<file path="config.mk">
export PLATFORM = sky130hd
export DESIGN_NAME = interrupt_controller_with_sub_sources_unit
export DESIGN_NICKNAME = d
export VERILOG_FILES = /design/src/rtl/icss_pkg.sv /design/src/rtl/interrupt_controller_with_sub_sources_unit.sv /design/src/rtl/icss_step.sv
export VERILOG_INCLUDE_DIRS = /design/src /design/src/rtl
export SDC_FILE = /design/constraint.sdc
export NUM_CORES = 1
export LEC_CHECK = 0
export BUFFER_PORTS_ARGS = -buffer_cell sky130_fd_sc_hd__buf_2
export CAP_MARGIN = 25
export CORE_MARGIN = 1
export CORE_UTILIZATION = 50
export DETAILED_ROUTE_END_ITERATION = 10
export PLACE_DENSITY = 0.75
export SLEW_MARGIN = 20
export SYNTH_ARGS = -nofsm -noshare
export SYNTH_HDL_FRONTEND = slang
export SYNTH_HIERARCHICAL = 1
export SYNTH_SLANG_ARGS = --single-unit
</file>
<file path="constraint.sdc">
create_clock -name clk -period 4.29 [get_ports clk]
set_input_delay 0.429 -clock clk [delete_from_list [all_inputs] [get_ports clk]]
set_output_delay 0.429 -clock clk [all_outputs]
set_load 0.02 [all_outputs]
</file>
<file path="src/rtl/interrupt_controller_with_sub_sources_unit_assert.svh">
// Assertion macros used by the interrupt controller top module.
// Each takes a label, an antecedent and a consequent, sampled on clk
// and disabled while rst is high.
`ifndef INTERRUPT_CONTROLLER_WITH_SUB_SOURCES_UNIT_ASSERT_SVH
`define INTERRUPT_CONTROLLER_WITH_SUB_SOURCES_UNIT_ASSERT_SVH
`ifndef SYNTHESIS
`define ICSS_ASSERT_SAME(label, ante, cons) \
  label: assert property (@(posedge clk) disable iff (rst) (ante) |-> (cons)) \
    else $error("icss same-cycle check failed");
`define ICSS_ASSERT_NEXT(label, ante, cons) \
  label: assert property (@(posedge clk) disable iff (rst) (ante) |=> (cons)) \
    else $error("icss next-cycle check failed");
`else
`define ICSS_ASSERT_SAME(label, ante, cons)
`define ICSS_ASSERT_NEXT(label, ante, cons)
`endif
`endif

</file>
<file path="src/rtl/icss_pkg.sv">
`timescale 1ns / 1ps
`default_nettype none
package icss_pkg;

  localparam int unsigned NUM_MAIN = 32;
  localparam logic [3:0]  SUB_COUNT = 4'd11;

  localparam logic [31:0] MAIN_MASK_RESET = 32'hFFFF_FFFF;
  localparam logic [31:0] PRIORITY_RESET  = 32'h0000_007F;
  localparam logic [31:0] SUB_MASK_RESET  = 32'h0000_07FF;

  // sub source groups and the main bit each group feeds
  localparam logic [10:0] GRP0_SUBS = 11'h007;
  localparam logic [10:0] GRP1_SUBS = 11'h038;
  localparam logic [10:0] GRP2_SUBS = 11'h1C0;
  localparam logic [10:0] GRP3_SUBS = 11'h600;
  localparam logic [4:0]  GRP0_MAIN = 5'd28;
  localparam logic [4:0]  GRP1_MAIN = 5'd23;
  localparam logic [4:0]  GRP2_MAIN = 5'd15;
  localparam logic [4:0]  GRP3_MAIN = 5'd31;

  typedef enum logic [1:0] {
    MODE_READ  = 2'd0,
    MODE_WRITE = 2'd1,
    MODE_MAIN  = 2'd2,
    MODE_SUB   = 2'd3
  } mode_t;

  typedef enum logic [2:0] {
    SLOT_SRCPND    = 3'd0,
    SLOT_INTMOD    = 3'd1,
    SLOT_INTMSK    = 3'd2,
    SLOT_PRIORITY  = 3'd3,
    SLOT_INTPND    = 3'd4,
    SLOT_INTOFFSET = 3'd5,
    SLOT_SUBSRCPND = 3'd6,
    SLOT_INTSUBMSK = 3'd7
  } slot_t;

  typedef enum logic [2:0] {
    ST_OK         = 3'd0,
    ST_BAD_OFFSET = 3'd1,
    ST_FIQ        = 3'd2,
    ST_BAD_SUB    = 3'd3,
    ST_MISMATCH   = 3'd4
  } status_t;

  typedef struct packed {
    logic [31:0] source_pending;
    logic [31:0] fiq_mode_bits;
    logic [31:0] irq_mask;
    logic [31:0] priority_word;
    logic [31:0] winner_pending;
    logic [4:0]  winner_offset;
    logic [10:0] sub_pending;
    logic [31:0] sub_mask_word;
  } state_t;

  localparam state_t STATE_RESET = '{
    source_pending: 32'h0,
    fiq_mode_bits:  32'h0,
    irq_mask:       MAIN_MASK_RESET,
    priority_word:  PRIORITY_RESET,
    winner_pending: 32'h0,
    winner_offset:  5'd0,
    sub_pending:    11'h0,
    sub_mask_word:  SUB_MASK_RESET
  };

  typedef struct packed {
    mode_t       mode;
    logic [19:0] offset;
    logic [31:0] write_data;
    logic [4:0]  source;
    logic [3:0]  sub_source;
  } item_t;

  typedef struct packed {
    logic [31:0] read_data;
    status_t     status;
    logic        irq_line;
    logic [10:0] cleared_sub_bits;
    logic [31:0] cleared_main_bits;
  } result_t;

  function automatic logic [31:0] rollup(input logic [10:0] active);
    logic [31:0] m;
    m = '0;
    if ((active & GRP0_SUBS) != '0) m[GRP0_MAIN] = 1'b1;
    if ((active & GRP1_SUBS) != '0) m[GRP1_MAIN] = 1'b1;
    if ((active & GRP2_SUBS) != '0) m[GRP2_MAIN] = 1'b1;
    if ((active & GRP3_SUBS) != '0) m[GRP3_MAIN] = 1'b1;
    return m;
  endfunction

  // only called with sub < SUB_COUNT
  function automatic logic [4:0] owner_of(input logic [3:0] sub);
    logic [15:0] bit_sel;
    logic [4:0]  owner;
    bit_sel = 16'(1) << sub;
    owner = GRP3_MAIN;
    if ((bit_sel[10:0] & GRP0_SUBS) != '0) owner = GRP0_MAIN;
    else if ((bit_sel[10:0] & GRP1_SUBS) != '0) owner = GRP1_MAIN;
    else if ((bit_sel[10:0] & GRP2_SUBS) != '0) owner = GRP2_MAIN;
    return owner;
  endfunction

  function automatic logic [4:0] encode32(input logic [31:0] onehot);
    logic [4:0] r;
    r = '0;
    for (int i = 0; i < NUM_MAIN; i++) begin
      if (onehot[i]) r = r | 5'(i);
    end
    return r;
  endfunction

endpackage
`default_nettype wire

</file>
<file path="src/rtl/interrupt_controller_with_sub_sources_unit.sv">
`timescale 1ns / 1ps
`default_nettype none
// Channel  | handshake          | word
// ---------+--------------------+--------------------------------------------
// in       | in_valid/in_ready  | mode, offset, write_data, source, sub_source
// out      | out_valid/out_ready| read_data, status, irq_line, cleared_*_bits
//
// One word per cycle sustained while out_ready keeps the output free; a word
// passes the input register, then the state and result registers, which load together.
// Register state changes only when the result register loads, so a stalled
// output holds the input register and the state. Synchronous reset restores
// the register reset values; no clearing pass.
module interrupt_controller_with_sub_sources_unit import icss_pkg::*; (
  input  wire logic        clk,
  input  wire logic        rst,
  input  wire logic        in_valid,
  output logic             in_ready,
  input  wire logic [1:0]  mode,
  input  wire logic [19:0] offset,
  input  wire logic [31:0] write_data,
  input  wire logic [4:0]  source,
  input  wire logic [3:0]  sub_source,
  output logic             out_valid,
  input  wire logic        out_ready,
  output logic [31:0]      read_data,
  output logic [2:0]       status,
  output logic             irq_line,
  output logic [10:0]      cleared_sub_bits,
  output logic [31:0]      cleared_main_bits
);

`include "interrupt_controller_with_sub_sources_unit_assert.svh"

  item_t   item_q;
  logic    item_valid;
  state_t  st;
  state_t  st_next;
  result_t res_next;
  result_t res_q;
  logic    out_free;
  logic    advance;

  assign out_free = !out_valid || out_ready;
  assign advance  = item_valid && out_free;
  assign in_ready = !item_valid || out_free;

  icss_step u_step (
    .st      (st),
    .item    (item_q),
    .st_next (st_next),
    .res     (res_next)
  );

  always_ff @(posedge clk) begin
    if (rst) begin
      item_valid <= 1'b0;
    end else if (in_ready) begin
      item_valid <= in_valid;
    end
  end

  always_ff @(posedge clk) begin
    if (in_valid && in_ready) begin
      item_q <= '{mode: mode_t'(mode), offset: offset, write_data: write_data,
                  source: source, sub_source: sub_source};
    end
  end

  always_ff @(posedge clk) begin
    if (rst) begin
      st <= STATE_RESET;
    end else if (advance) begin
      st <= st_next;
    end
  end

  always_ff @(posedge clk) begin
    if (rst) begin
      out_valid <= 1'b0;
    end else if (out_free) begin
      out_valid <= item_valid;
    end
  end

  always_ff @(posedge clk) begin
    if (advance) begin
      res_q <= res_next;
    end
  end

  assign read_data         = res_q.read_data;
  assign status            = res_q.status;
  assign irq_line          = res_q.irq_line;
  assign cleared_sub_bits  = res_q.cleared_sub_bits;
  assign cleared_main_bits = res_q.cleared_main_bits;

  // a shown result always matches the current state, since both load together
  `ICSS_ASSERT_SAME(a_irq_tracks_state, out_valid,
    irq_line == ((st.source_pending & ~st.irq_mask) != '0))
  `ICSS_ASSERT_SAME(a_winner_onehot, 1'b1, $onehot0(st.winner_pending))
  `ICSS_ASSERT_NEXT(a_error_keeps_state, advance && (res_next.status != ST_OK),
    $stable(st))
  `ICSS_ASSERT_SAME(a_error_zero_data, out_valid && (res_q.status != ST_OK),
    (read_data == '0) && (cleared_sub_bits == '0) && (cleared_main_bits == '0))

endmodule
`default_nettype wire

</file>
<file path="src/rtl/icss_step.sv">
`timescale 1ns / 1ps
`default_nettype none
module icss_step import icss_pkg::*; (
  input  state_t  st,
  input  item_t   item,
  output state_t  st_next,
  output result_t res
);

  logic        bad_offset;
  slot_t       slot;
  logic        do_roll;
  logic [31:0] wd;
  logic [31:0] live;

  assign bad_offset = (item.offset[19:5] != '0);
  assign slot       = slot_t'(item.offset[4:2]);
  assign wd         = item.write_data;

  always_comb begin
    st_next = st;
    res     = '0;
    res.status = ST_OK;
    do_roll = 1'b0;

    case (item.mode)
      MODE_READ: begin
        if (bad_offset) begin
          res.status = ST_BAD_OFFSET;
        end else begin
          case (slot)
            SLOT_SRCPND:    res.read_data = st.source_pending;
            SLOT_INTMOD:    res.read_data = st.fiq_mode_bits;
            SLOT_INTMSK:    res.read_data = st.irq_mask;
            SLOT_PRIORITY:  res.read_data = st.priority_word;
            SLOT_INTPND:    res.read_data = st.winner_pending;
            SLOT_INTOFFSET: res.read_data = {27'h0, st.winner_offset};
            SLOT_SUBSRCPND: res.read_data = {21'h0, st.sub_pending};
            SLOT_INTSUBMSK: res.read_data = st.sub_mask_word;
            default:        res.read_data = '0;
          endcase
        end
      end
      MODE_WRITE: begin
        if (bad_offset) begin
          res.status = ST_BAD_OFFSET;
        end else begin
          case (slot)
            SLOT_SRCPND: begin
              res.cleared_main_bits  = st.source_pending & wd;
              st_next.source_pending = st.source_pending & ~wd;
              do_roll = 1'b1;
            end
            SLOT_INTMOD:   st_next.fiq_mode_bits = wd;
            SLOT_INTMSK:   st_next.irq_mask      = wd;
            SLOT_PRIORITY: st_next.priority_word = wd;
            SLOT_SUBSRCPND: begin
              res.cleared_sub_bits = st.sub_pending & wd[10:0];
              st_next.sub_pending  = st.sub_pending & ~wd[10:0];
              do_roll = 1'b1;
            end
            SLOT_INTSUBMSK: begin
              st_next.sub_mask_word = wd;
              do_roll = 1'b1;
            end
            // pending word and offset are rebuilt below; offset is read-only
            default: ;
          endcase
        end
      end
      MODE_MAIN: begin
        if (st.fiq_mode_bits[item.source]) begin
          res.status = ST_FIQ;
        end else begin
          st_next.source_pending = st.source_pending | (32'(1) << item.source);
        end
      end
      MODE_SUB: begin
        if (item.sub_source >= SUB_COUNT) begin
          res.status = ST_BAD_SUB;
        end else if (st.fiq_mode_bits[item.source]) begin
          res.status = ST_FIQ;
        end else if (owner_of(item.sub_source) != item.source) begin
          res.status = ST_MISMATCH;
        end else begin
          st_next.sub_pending = st.sub_pending | (11'(1) << item.sub_source);
          do_roll = 1'b1;
        end
      end
      default: res.status = ST_OK;
    endcase

    if (do_roll) begin
      st_next.source_pending = st_next.source_pending |
        rollup(st_next.sub_pending & ~st_next.sub_mask_word[10:0]);
    end

    // lowest live bit wins: isolate it with x & -x
    live = st_next.source_pending & ~st_next.irq_mask;
    st_next.winner_pending = live & (~live + 32'd1);
    st_next.winner_offset  = encode32(st_next.winner_pending);
    res.irq_line = (live != '0);
  end

endmodule
`default_nettype wire
</file>
* After elaboration in Yosys (flattened, before gate mapping) *
Index checks and enable logic that the tools add are counted.

operators by class
  add/sub/neg operators = 1
  multiply operators = 0
  divide/modulo/power cells = 0
  magnitude comparators = 2
  equality and inequality tests = 12
  shift-type cells = 3
  mux-type cells = 143
  bitwise operators = 15
  reduce and logical (&&, ||, !) cells = 28

operator list
  operator                 number
  $mux W32                 26
  $mux W208                2
  $mux W128                2
  $pmux W32 S8             1
  $mux W43                 4
  $mux W11                 15
  $mux W5                  31
  $and A32 B32 Y32         4
  $mux W96                 1
  $not A32 Y32             3
  $reduce_bool A11 Y1      7
  $or A32 B32 Y32          2
  $pmux W32 S2             1
  $mux W3                  16
  $and A11 B11 Y11         3
  $add A32 B1 Y32 const B  1
  $mux W4                  8
  $reduce_bool A32 Y1      1
  $shl A1 B5 Y32 const A   1
  $mux W1                  29
  $not A11 Y11             2
  $pmux W11 S2             1
  $reduce_bool A15 Y1      1
  $reduce_bool A2 Y1       7
  other kinds (23)         35

word-level totals
  register bits after elaboration = 352
  latch bits = 0
  bits in writable memories = 0
  memory bits (read-only) = 0
  input port bits = 67
  output and inout port bits = 81
  logic and storage cells = 225
  memories kept = 0

* Depth between registers and ports, before layout *
  depth after elaboration = 71
  mapped depth = 18
  gate-level depth less buffers = 14

* Hierarchy *
Netlist, hierarchy kept.

modules (own cells, without submodules)
  module                                      instances  cells an instance  area each (um^2)  seq. area each (um^2)
  interrupt_controller_with_sub_sources_unit  1          1054               13307.8           8468.1
  icss_step                                   1          1105               7048.0            0.0

* Least setup slack after synthesis *
OpenSTA, ideal clock, no wires.

  path type = reg-to-reg
  start = register out_valid
  end = register item_q[0] (netlist bit) (enable)
  library setup time = 505 ps
  data arrival time = 3606 ps
  required time = 3785 ps
  setup slack = 180 ps
  stages on the path, launching flop included = 3
  buffers on the path = 0
  clock period less this slack = 4110 ps
  path through = dfxtp_1 > nor2b_4 > a21oi_1

between the ends
  longest elaborated chain between the ends = 4

RTL lines
  element                 RTL line                                          source
  from (decl)             interrupt_controller_with_sub_sources_unit.sv:23  output logic out_valid,
  from (signal assigned)  interrupt_controller_with_sub_sources_unit.sv:81  out_valid <= item_valid;
  $logic_not A1 Y1        interrupt_controller_with_sub_sources_unit.sv:43  assign out_free = !out_valid || out_ready;
  $logic_or A1 B1 Y1      interrupt_controller_with_sub_sources_unit.sv:43
  $logic_or A1 B1 Y1      interrupt_controller_with_sub_sources_unit.sv:45  assign in_ready = !item_valid || out_free;
  $logic_and A1 B1 Y1     interrupt_controller_with_sub_sources_unit.sv:63  if (in_valid && in_ready) begin
  to (signal assigned)    interrupt_controller_with_sub_sources_unit.sv:64  item_q <= '{mode: mode_t'(mode), offset: offset, write_data: write_data,
  to (decl)               interrupt_controller_with_sub_sources_unit.sv:34  item_t item_q;

Every way passes these cells.
A chain may end at the register's enable or synchronous reset.

==> results.ini <==
[power_and_ir_drop]
cell_area_power_density_mw_per_mm2=326.9
vdd.ir_drop.worst_uv=422.2
power.total_mw=7.750
power_leakage_nw=9.005

[critical_path]
worst-path-max-fanout=8
crit_slowest_cell=or4_1
r2r_slack_ns=0.10
worst_setup_path_end_kind=register
start_kind=register
worst-path-buf-inv=2
required_ns=4.71
class_of_the_most_critical_setup_path=register to register
crit_path_cell_trace=nor4_4 -> nand4_2 -> buf_4 -> o21ai_0 -> o211ai_1 -> nor4_1 -> nor4_4 -> a21oi_2 -> nor4_2 -> buf_4 -> a31o_1 -> or4_1 -> nand2b_1 -> mux2i_1
critPathArrivalTime_ns=4.61
regToRegEndpoint=st[44]
critical_path.max_stage_delay_ns=0.52
cell_class_contributing_the_biggest_share_of_worst_path_delay=simple AND/OR/NAND/NOR gates
timing.reg2reg.worst_path_depth=14
crit-reg2reg-launch=item_q[48]

[yosys]
syn_area_mm2=0.02030
postSynthAreaPerCell_um2=9.409
netlist_instances=2157
synth_fp_nets=2228
yosys_warnings=6

[clocking]
cts_setup_buffers=0
clkSlewWorstSetupHoldPaths_ns=0.06
clock_tree_from_tritoncts=done
cts.htree.levels=2
clock_sink_count=350
max-clock-path-buffers=3
cts-root-buf=clkbuf_16
tritoncts.num_buffers=40
worstSkewPairLatency_ns=0.58

[timing]
hold_violations=0
tightest_slew_ns=0.8962
rsz0062_at_grt=false
finalSetupViolations=0
post-route-period-util=0.9763
period_needed_ns=4.189
total_neg_setup_slack_ns=0
finClkSkew_ns=0.03035
whs_ns=0.03023
relative_slew_slack=0.4025
maxSlewViolCount=0
maximum_frequency_from_static_timing_analysis_mhz=238.7

[routing]
route.vias.total=17656
drt_pass1_iterations=6
drt_iter0_markers=1665
via_per_inst=6.082
routed_wirelength_mm=66.94
avgRoutedWirePerCell_um=23.06
drtAntennaViolNets=0
drc=0

[grt]
grt_first_pass_wirelength_mm=100.8
grt_antenna_before_repair=2
total_grt_overflow=0
maximum_number_of_pins_on_one_net_before_global_route_repair=167
vias_in_the_first_global_route=16800
grt_use_total=0.3206

[floorplanning]
dieWidth_um=203.5
die_h_um=203.5
floorplan.io_pins=148
fp.dieArea_mm2=0.04140
floorplan.initialDensity=0.5085
core_area_mm2=0.03991
fp-row-count=73

[placement]
finalWeightedCongestion=1.008
portBuffers=145
post-dp-hpwl_mm=47.80
area_post_placement_mm2=0.02232

[worst_hold_path]
min_delay_path_depth=1
min-delay-start=write_data[7]
holdPathEnd=item_q[16]
holdCritPathClass=input pin to register

[cells_and_area]
final_layout_size_suffix_gt1_frac=0.2113
postLayoutCellArea_mm2=0.02371
area.growth.synth_to_final_pct=16.83
design.final.nets=2417

[job]
max-cap-violations=0

[run_status]
result_of_the_run=finished, final reports clean

[flip-flops by register name (all words and copies together) (netlist names)]
register           flops
st                   208
item_q                61
cleared_main_bits     32
read_data             32
cleared_sub_bits      11
status                 3
irq_line               1
item_valid             1
out_valid              1
[power by group]
| group | switching (mW) | internal, mW |
|---|---|---|
| Sequential | 0.0773 | 3.53 |
| Clock | 1.41 | 2.08 |
| Combinational | 0.402 | 0.254 |
| Total | 1.89 | 5.86 |
[per-layer routing]
layer  GRT usage  vias up  wire, um
met3     0.05577      175      5881
met4      0.1426        0      2830
met1      0.4293     8544     27900
met2      0.5065      846     30320
met5           0        -         0
li1            -     8091         -
[how the worst max path moves through the flow]
stage	startpoint	end	slack, ns	depth (start not counted)
after floorplan	out_valid	item_q[0]	0.28	2
after global routing	item_q[5]	st[44]	0.01	16
after detailed placement	item_q[5]	st[44]	0.08	13
after global placement	item_q[62]	st[43]	0.04	16
after CTS	item_q[5]	st[44]	0.09	13
final	item_q[48]	st[44]	0.10	14
[what timing repair did]
| item | 4_1_cts | 5_1_grt |
|---|---|---|
| resized for setup | 0 | 14 |
| endpoints found under the setup margin | 0 | 3 |
| endpoints found under the hold margin | 0 | 0 |
| hold buffers | 0 | 0 |
[area by class of cell]
type	instances	area, um2
antenna	2	5.005
clock buffer	46	1065
clock inverter	26	254.0
fill	3408	16200
inverter	24	90.09
multi-input combinational	1625	11180
sequential	350	8408
tap	525	656.9
timing repair buffer	305	2052
[metrics by stage]
stage	utilization	instances	setup WS, ns
4_1_cts	0.5921	2901	0.08756
2_1_floorplan	-	2157	0.2798
3_5_place_dp	0.5591	2829	0.08453
3_3_place_gp	0.5583	2827	0.04417
5_1_grt	0.5939	2901	0.009806
6_report	0.5941	2903	0.1015
[cell usage in the layout, fill, tap and decap left out, types with 6 or more instances in the layout]
cell type / n
nand2b_1: 330
mux2i_1: 246
nand2_1: 218
dfxtp_1: 210
nor2_1: 158
buf_4: 150
buf_2: 144
edfxtp_1: 140
o21ai_0: 75
mux2_2: 70
a22oi_1: 58
and3_1: 51
clkbuf_16: 41
a21oi_1: 39
nor3_1: 32
nand3_1: 32
a31oi_1: 26
a21o_1: 25
inv_1: 24
and2_1: 14
o211ai_1: 12
nor4_1: 11
a221oi_1: 11
clkinv_2: 10
nor2b_1: 10
a32oi_1: 10
a211oi_1: 9
clkinv_1: 8
buf_12: 8
a32o_1: 8
a21boi_0: 8
a2bb2oi_1: 7
a22o_1: 7
o22ai_1: 7
a211o_1: 7
or2_2: 6
o211a_1: 6
No activity file was read; power rests on OpenSTA's default activity.
